==> src/rtl/core/srd_pkg.sv <==
package srd_pkg;

   // Record layout
   localparam logic [3:0] REC_BYTES = 4'd12;
   localparam logic [3:0] COUNT_SAT = 4'd13;
   localparam logic [3:0] CRC_BYTES = 4'd8;
   localparam logic [3:0] POS_VERSION = 4'd4;
   localparam logic [3:0] POS_VOLUME = 4'd5;
   localparam logic [3:0] POS_BRIGHT = 4'd6;
   localparam logic [3:0] POS_MUTE = 4'd7;

   localparam logic [31:0] CRC_POLY = 32'hedb88320;
   localparam logic [31:0] CRC_INIT = 32'hffffffff;

   localparam logic [7:0] VERSION_OK = 8'd1;
   localparam logic [7:0] LEVEL_MAX = 8'd100;
   localparam logic [7:0] BRIGHT_MIN = 8'd10;
   localparam logic [7:0] MUTE_MAX = 8'd1;

   // Status codes, in priority order
   localparam logic [2:0] ST_OK = 3'd0;
   localparam logic [2:0] ST_LENGTH = 3'd1;
   localparam logic [2:0] ST_MAGIC = 3'd2;
   localparam logic [2:0] ST_VERSION = 3'd3;
   localparam logic [2:0] ST_MUTE = 3'd4;
   localparam logic [2:0] ST_CRC = 3'd5;
   localparam logic [2:0] ST_RANGE = 3'd6;

   typedef struct packed {
      logic [7:0] data_byte;
      logic       last_byte;
   } req_type;

   typedef struct packed {
      logic       accepted;
      logic [2:0] status;
      logic [6:0] volume;
      logic [6:0] brightness;
      logic       muted;
   } rsp_type;

   // Running record state, a single copy for the record being received
   typedef struct packed {
      logic [31:0] crc;
      logic [3:0]  count;
      logic        magic_bad;
      logic        version_bad;
      logic [7:0]  volume;
      logic [7:0]  brightness;
      logic [7:0]  mute;
      logic [31:0] rx_crc;
   } rec_type;

   localparam rec_type REC_RESET = '{
      crc: CRC_INIT, count: 4'd0, magic_bad: 1'b0, version_bad: 1'b0,
      volume: 8'd0, brightness: 8'd0, mute: 8'd0, rx_crc: 32'd0};

   // Magic "SET1", byte by byte
   function automatic logic [7:0] magic_byte(input logic [1:0] idx);
      logic [7:0] m;
      case (idx)
         2'd0: m = 8'h53;
         2'd1: m = 8'h45;
         2'd2: m = 8'h54;
         default: m = 8'h31;
      endcase
      return m;
   endfunction

   // Reflected CRC-32, one byte
   function automatic logic [31:0] crc_byte(input logic [31:0] c, input logic [7:0] b);
      logic [31:0] r;
      r = c ^ {24'd0, b};
      for (int k = 0; k < 8; k++) begin
         r = r[0] ? ((r >> 1) ^ CRC_POLY) : (r >> 1);
      end
      return r;
   endfunction

endpackage

==> src/rtl/core/settings_record_decoder.sv <==
// Settings record decoder.
// req channel: one record byte per beat, last_byte set on the final byte.
// rsp channel: one beat per record, sent for the beat that carried last_byte:
//   accepted, status (ok, length, magic, version, mute byte, crc, range) and
//   the decoded volume, brightness and mute flag, all zero when rejected.
// A byte is registered in the input register, then folded into the record
// state (magic/version flags, held fields, byte-wide CRC-32). On the last
// byte the checks run in that same cycle and the result lands in the
// output register, which drives rsp_valid. Throughput is one byte per
// cycle unless a final byte waits on a held result, set by the byte-wide
// CRC update between the input register and the record state.
// When rsp_stall holds a result, non-final bytes keep flowing; a final byte
// waits in the input register and req_stall rises until the result is taken.
// Reset (synchronous) empties both registers and returns the record state
// to its start: CRC all ones, byte count zero, flags and fields cleared.
// Records longer than 12 bytes are reported as a length error.
module settings_record_decoder (
   input  logic             clock,
   input  logic             reset,
   input  logic             req_valid,
   output logic             req_stall,
   input  srd_pkg::req_type req_data,
   output logic             rsp_valid,
   input  logic             rsp_stall,
   output srd_pkg::rsp_type rsp_data
);
   import srd_pkg::*;

   logic    s1_valid_ff, s1_valid_in;
   req_type s1_beat_ff, s1_beat_in;
   logic    s1_move, out_free, req_fire;
   rec_type rec_next;

   // Input register drains unless a final byte meets a held result
   assign s1_move = s1_valid_ff && (!s1_beat_ff.last_byte || out_free);
   assign req_stall = s1_valid_ff && !s1_move;
   assign req_fire = req_valid && !req_stall;

   always_comb begin
      s1_valid_in = req_fire || (s1_valid_ff && !s1_move);
      s1_beat_in = req_fire ? req_data : s1_beat_ff;
   end

   always_ff @(posedge clock) begin
      if (reset) begin
         s1_valid_ff <= 1'b0;
      end else begin
         s1_valid_ff <= s1_valid_in;
      end
      s1_beat_ff <= s1_beat_in;
   end

   srd_accum u_accum (
      .clock    (clock),
      .reset    (reset),
      .beat_fire(s1_move),
      .beat     (s1_beat_ff),
      .rec_next (rec_next)
   );

   srd_judge u_judge (
      .clock    (clock),
      .reset    (reset),
      .fire     (s1_move && s1_beat_ff.last_byte),
      .rec      (rec_next),
      .rsp_stall(rsp_stall),
      .out_free (out_free),
      .rsp_valid(rsp_valid),
      .rsp      (rsp_data)
   );

endmodule

==> src/rtl/core/srd_accum.sv <==
module srd_accum (
   input  logic             clock,
   input  logic             reset,
   input  logic             beat_fire,
   input  srd_pkg::req_type beat,
   output srd_pkg::rec_type rec_next
);
   import srd_pkg::*;

   rec_type rec_ff, rec_in;

   // Fold one byte into the record state
   always_comb begin
      rec_next = rec_ff;
      if (rec_ff.count < REC_BYTES) begin
         if (rec_ff.count < CRC_BYTES) begin
            rec_next.crc = crc_byte(rec_ff.crc, beat.data_byte);
         end
         if (rec_ff.count < POS_VERSION) begin
            if (beat.data_byte != magic_byte(rec_ff.count[1:0])) begin
               rec_next.magic_bad = 1'b1;
            end
         end else if (rec_ff.count == POS_VERSION) begin
            if (beat.data_byte != VERSION_OK) begin
               rec_next.version_bad = 1'b1;
            end
         end else if (rec_ff.count == POS_VOLUME) begin
            rec_next.volume = beat.data_byte;
         end else if (rec_ff.count == POS_BRIGHT) begin
            rec_next.brightness = beat.data_byte;
         end else if (rec_ff.count == POS_MUTE) begin
            rec_next.mute = beat.data_byte;
         end else begin
            // little-endian CRC bytes
            rec_next.rx_crc = rec_ff.rx_crc |
               ({24'd0, beat.data_byte} << {rec_ff.count[1:0], 3'd0});
         end
      end
      rec_next.count = (rec_ff.count >= COUNT_SAT) ? COUNT_SAT : rec_ff.count + 4'd1;
   end

   // Start over after the last byte of a record
   always_comb begin
      rec_in = rec_ff;
      if (beat_fire) begin
         rec_in = beat.last_byte ? REC_RESET : rec_next;
      end
   end

   always_ff @(posedge clock) begin
      if (reset) begin
         rec_ff <= REC_RESET;
      end else begin
         rec_ff <= rec_in;
      end
   end

endmodule

==> src/rtl/core/srd_judge.sv <==
module srd_judge (
   input  logic             clock,
   input  logic             reset,
   input  logic             fire,
   input  srd_pkg::rec_type rec,
   input  logic             rsp_stall,
   output logic             out_free,
   output logic             rsp_valid,
   output srd_pkg::rsp_type rsp
);
   import srd_pkg::*;

   logic       rsp_valid_ff, rsp_valid_in;
   rsp_type    rsp_ff, rsp_in;
   logic [2:0] status;
   logic       ok;

   // Checks in priority order
   always_comb begin
      if (rec.count != REC_BYTES) begin
         status = ST_LENGTH;
      end else if (rec.magic_bad) begin
         status = ST_MAGIC;
      end else if (rec.version_bad) begin
         status = ST_VERSION;
      end else if (rec.mute > MUTE_MAX) begin
         status = ST_MUTE;
      end else if (rec.rx_crc != ~rec.crc) begin
         status = ST_CRC;
      end else if (rec.volume > LEVEL_MAX || rec.brightness < BRIGHT_MIN ||
                   rec.brightness > LEVEL_MAX) begin
         status = ST_RANGE;
      end else begin
         status = ST_OK;
      end
   end

   assign ok = (status == ST_OK);
   assign out_free = !rsp_valid_ff || !rsp_stall;

   // Result register: load on a finished record, hold while stalled
   always_comb begin
      rsp_in = rsp_ff;
      rsp_valid_in = rsp_valid_ff && rsp_stall;
      if (fire) begin
         rsp_valid_in = 1'b1;
         rsp_in.accepted = ok;
         rsp_in.status = status;
         rsp_in.volume = ok ? rec.volume[6:0] : 7'd0;
         rsp_in.brightness = ok ? rec.brightness[6:0] : 7'd0;
         rsp_in.muted = ok && (rec.mute != 8'd0);
      end
   end

   always_ff @(posedge clock) begin
      if (reset) begin
         rsp_valid_ff <= 1'b0;
      end else begin
         rsp_valid_ff <= rsp_valid_in;
      end
      rsp_ff <= rsp_in;
   end

   assign rsp_valid = rsp_valid_ff;
   assign rsp = rsp_ff;

endmodule

==> config.mk <==
export PLATFORM = sky130hd
export DESIGN_NAME = settings_record_decoder
export DESIGN_NICKNAME = d
export VERILOG_FILES = /design/src/rtl/core/srd_pkg.sv /design/src/rtl/core/settings_record_decoder.sv /design/src/rtl/core/srd_accum.sv /design/src/rtl/core/srd_judge.sv
export SDC_FILE = /design/constraint.sdc
export NUM_CORES = 1
export LEC_CHECK = 0
export ABC_AREA = 0
export BUFFER_PORTS_ARGS = -buffer_cell sky130_fd_sc_hd__buf_2
export CAP_MARGIN = 20
export CORE_MARGIN = 5
export CORE_UTILIZATION = 55
export CTS_CLUSTER_SIZE = 16
export DETAILED_ROUTE_END_ITERATION = 8
export PLACE_DENSITY = 0.75
export REMOVE_ABC_BUFFERS = 1
export SLEW_MARGIN = 10
export SYNTH_ARGS = -nofsm -noshare
export SYNTH_HDL_FRONTEND = slang
export SYNTH_SLANG_ARGS = --single-unit
==> constraint.sdc <==
create_clock -name clock -period 4.04 [get_ports clock]
set_clock_uncertainty 0.2 [all_clocks]
set_input_delay 0.606 -clock clock [delete_from_list [all_inputs] [get_ports clock]]
set_output_delay 0.606 -clock clock [all_outputs]
set_load 0.01 [all_outputs]
==> results.txt <==
----------------------------------------------------
[Hold path]
  Hold endpoint ... s1_beat_ff[8]$_DFFE_PP_
  Startpoint of the most critical hold path ... req_data[8]
  Cell depth of the worst hold path ... 1
  Tightest Hold Check Type ... input port to flop

[Outcome]
  Failing checks ... setup timing
  Result of the run ... finished, violations left

[Worst setup path]
  Type of element launching the critical path ... flop
  Number of cells on the worst reg-to-reg path ... 15
  Critical-path cell with the highest stage delay ... or4_4
  Buffers & Inverters on Critical Path ... 5
  Critical Path Stages ... 15
  Worst path top cell family by delay ... simple AND/OR/NAND/NOR gates
  Critical path data required time ... about 4.1 ns
  Critical path type ... flop to flop
  Nature of the critical path endpoint ... flop
  Data arrival time of the critical path ... ~4.2 ns
  Maximum cell stage delay along the critical path ... 0.56 ns
  Critical path cell sequence ... buf_6 > ha_4 > or4_4 > buf_12 > o41ai_4 > buf_4 > buf_8 > a21oi_4 > xnor2_2 > a21oi_2 > a2111o_1 > nor4_4 > nand4_4 > clkbuf_16 > nor3_4
  R2R Path Start ... u_accum.rec_ff[59]$_SDFFE_PP0P_
  Flop2flop setup slack ... -0.08 ns
  Reg-to-reg critical path endpoint ... u_judge.rsp[6]$_SDFFCE_PP0P_
  Maximum fanout count along the critical path ... 8

[Layout]
  Post-route core utilization ... 66.7%
  Area of combinational cells with multiple inputs ... 0.00482 mm2
  Layout cells sized above 1 ... 22.4%
  Post-route cell area ... about 0.0091 mm2
  # diodes ... 0
  Post-synthesis to final-layout area growth ... 20.1%
  Area occupied by registers ... 0.00277 mm2
  Filler instances ... about 1000
  Final nets ... 874

[Place]
  Post-Place Setup Slack ... -0.0863 ns
  Quantity of I/O buffers inserted on ports ... 33
  Sum of net half-perimeters after detailed placement ... 16600 um
  Global placement routability congestion ... between 1 and 1.5
  Standard cell area after detailed placement ... 0.00812 mm2

[Synth]
  Average cell area after synthesis ... 9.60 um2
  Library cells used by synthesis ... 76
  Part of the Yosys area used for sequential elements ... 36.3%
  Total standard cell area after synthesis ... 0.00761 mm2
  Synthesis-stage register bit count ... 124
  Synth Flop Type ... dfxtp_1
  EDFF count, synth ... 28
  Proportion of register bits with asynchronous set or reset after synthesis ... 0%
  Synth Instances ... just under 800
  Warnings, synthesis ... 0

[Clock network]
  Insertion delay of the later-clocked pin in the worst-skew pair ... 0.43 ns
  Clock-pin transition on the worst setup and hold timing paths ... around 0.060 ns
  Clock sink count ... 124
  Clock tree root driver cell ... clkbuf_16
  Inserted Clock Buffers ... 17
  Deepest clock path buffer count ... 2
  CTS tree ... done
  H-tree Lvls ... 4
  Total of hold buffers inserted after clock tree synthesis ... 0

[Floorplanning]
  Horizontal die dimension ... 128 um
  Site Rows ... 43
  Initial core utilization ... 55.5%
  Io pins ... 34
  Die area ... 0.0163 mm2
  Core box area ... 0.0137 mm2
  Die Height ... 128 um

[STA]
  Number of hold-slack violations in the final timing report ... 0
  Worst-Margin Slew ... 0.841 ns
  Slew Viols, Final ... 0
  Setup repair after global routing missed its margin ... yes
  Top achievable clock speed ... ~240 MHz
  Final WS setup ... -0.0849 ns
  Count of final setup violators ... 16
  Final critical-path share of the clock period ... 102%
  Tmin final ... 4.12 ns
  Worst rel slew slack ... a little over two fifths

[GRT]
  Largest net degree at the start of global routing ... 47
  Grt ovf ... 0
  Initial antenna violation count ... 0
  Via count of the first global-routing pass ... 6592
  Global-route wire length before repair ... 37300 um
  GR Util All Layers ... 29.8%

[Routing]
  WL/cell ... 23.3 um
  Remaining antenna violation count after routing ... 0
  Number of vias in the routed layout ... 6966
  Drt initial violations ... approximately 950
  Vias per cell ... 6.66
  Wire length after detailed routing ... around 24000 um
  Initial DRT Pass Iterations ... 5
  Drc violations ... 0

[Flow run]
  Number of maximum-capacitance violations ... 0

[Pwr]
  Pwr Density ... 467 mW/mm2
  Leakage power of the design ... 0.00381 uW
  Worst supply voltage drop on vdd ... 341 uV

----------------------------------------------------
==> worst register-to-register path, stage by stage, from the launching register on <==
cell,delay (ns)
dfxtp_4,0.36
buf_6,0.12
ha_4,0.15
or4_4,0.56
buf_12,0.15
o41ai_4,0.37
buf_4,0.18
buf_8,0.12
a21oi_4,0.09
xnor2_2,0.18
a21oi_2,0.12
a2111o_1,0.45
nor4_4,0.32
nand4_4,0.21
clkbuf_16,0.27
nor3_4,0.11
==> repair_timing <==
action                     in CTS  in global routing
gates cloned                    1                  0
resized for setup              19                 43
pin swaps                       8                 37
setup endpoints to repair      14                 18
setup buffers                   9                  8
==> cells in the mapped netlist (22+ instances only) <==
library cell	count	area (um2)
a21oi_1	45	225
a22oi_1	22	165
a31oi_1	40	250
clkbuf_1	44	165
dfxtp_1	96	1920
edfxtp_1	28	841
mux2i_1	32	320
nand2_1	60	225
nor2_1	81	304
o211ai_1	28	210
xnor2_1	61	534
xor2_1	22	193
==> power by group <==
part	switching, uW	internal, uW
clock network	597	882
logic	789	633
registers	66.1	1310
==> metal layers <==
layer	wire (um)	part of all wire, %	global-route usage, %
met5	0	0	0
met4	1370	5.6	15.5
met3	2430	10	8.67
met2	10900	45	44.9
met1	9680	40	38.9
==> how the worst max path moves through the flow <==
stage                                    startpoint                      endpoint  slack, ns
finish              u_accum.rec_ff[59]$_SDFFE_PP0P_  u_judge.rsp[6]$_SDFFCE_PP0P_      -0.08
global route        u_accum.rec_ff[59]$_SDFFE_PP0P_  u_judge.rsp[6]$_SDFFCE_PP0P_      -0.17
CTS                 u_accum.rec_ff[59]$_SDFFE_PP0P_  u_judge.rsp[1]$_SDFFCE_PP0P_      0.007
detailed placement  u_accum.rec_ff[59]$_SDFFE_PP0P_  u_judge.rsp[5]$_SDFFCE_PP0P_      -0.09
global placement    u_accum.rec_ff[58]$_SDFFE_PP0P_  u_judge.rsp[2]$_SDFFCE_PP0P_       0.05
floorplan           u_accum.rec_ff[58]$_SDFFE_PP0P_      u_judge.rsp[0]$_DFFE_PP_      -0.46
==> registers in the layout (all words and copies together) (netlist names) <==
signal and count:
s1_beat_ff 9, u_judge.rsp 19, u_judge.rsp_valid 1, u_accum.rec_ff 94, s1_valid_ff 1
==> logic make-up (layout without fill, tap and decap cells) <==
logic type | after synthesis | count (layout) | share of synthesized area (%)
and+or+nand+nor | 236 | 236 | 15.8
AOI/OAI and AO/OA | 204 | 204 | 18.6
DFF | 124 | 124 | 36.3
xor gates and xnor gates | 120 | 120 | 19.9
buffers and inverters | 69 | 142 | 3.86
muxes | 32 | 32 | 4.21
adders and majority gates | 8 | 8 | 1.31
==> per-stage QoR <==
stage	total power (uW)	instances	hold slack, ns	TNS, ns
after floorplan	2350	735	0.225	-5.56
after global placement	2700	996	0.241	0
after detailed placement	2730	996	0.248	-0.417
after CTS	4210	1038	0.138	0
after global routing	4410	1046	0.135	-2.06
final	4280	1046	0.149	-0.954
==> cell type report <==
| type | count | area share, % |
|---|---|---|
| clock buffer | 19 | 4.97 |
| clock inverter | 13 | 1.29 |
| inverter | 11 | 0.479 |
| multi-input combinational | 600 | 52.7 |
| sequential | 124 | 30.3 |
| tap | 180 | 2.46 |
| timing repair buffer | 99 | 7.85 |
==> cell usage in the layout, fill, tap and decap left out, drive strengths merged, types with 5 or more instances in the layout <==
cell / count
xor2: 23
a21oi: 45
xnor2: 73
nand2b: 6
clkbuf: 20
nand4b: 7
nor4: 6
a31oi: 40
edfxtp: 28
nand2: 60
or3: 5
xor3: 5
ha: 8
clkinv: 11
dfxtp: 96
nor3: 23
xnor3: 19
and2: 5
nand4: 7
nor2: 81
a22oi: 22
buf: 98
o21ai: 22
inv: 11
nand3: 12
mux2i: 32
a211oi: 8
o211ai: 28
No activity file was read; power rests on OpenSTA's default activity.
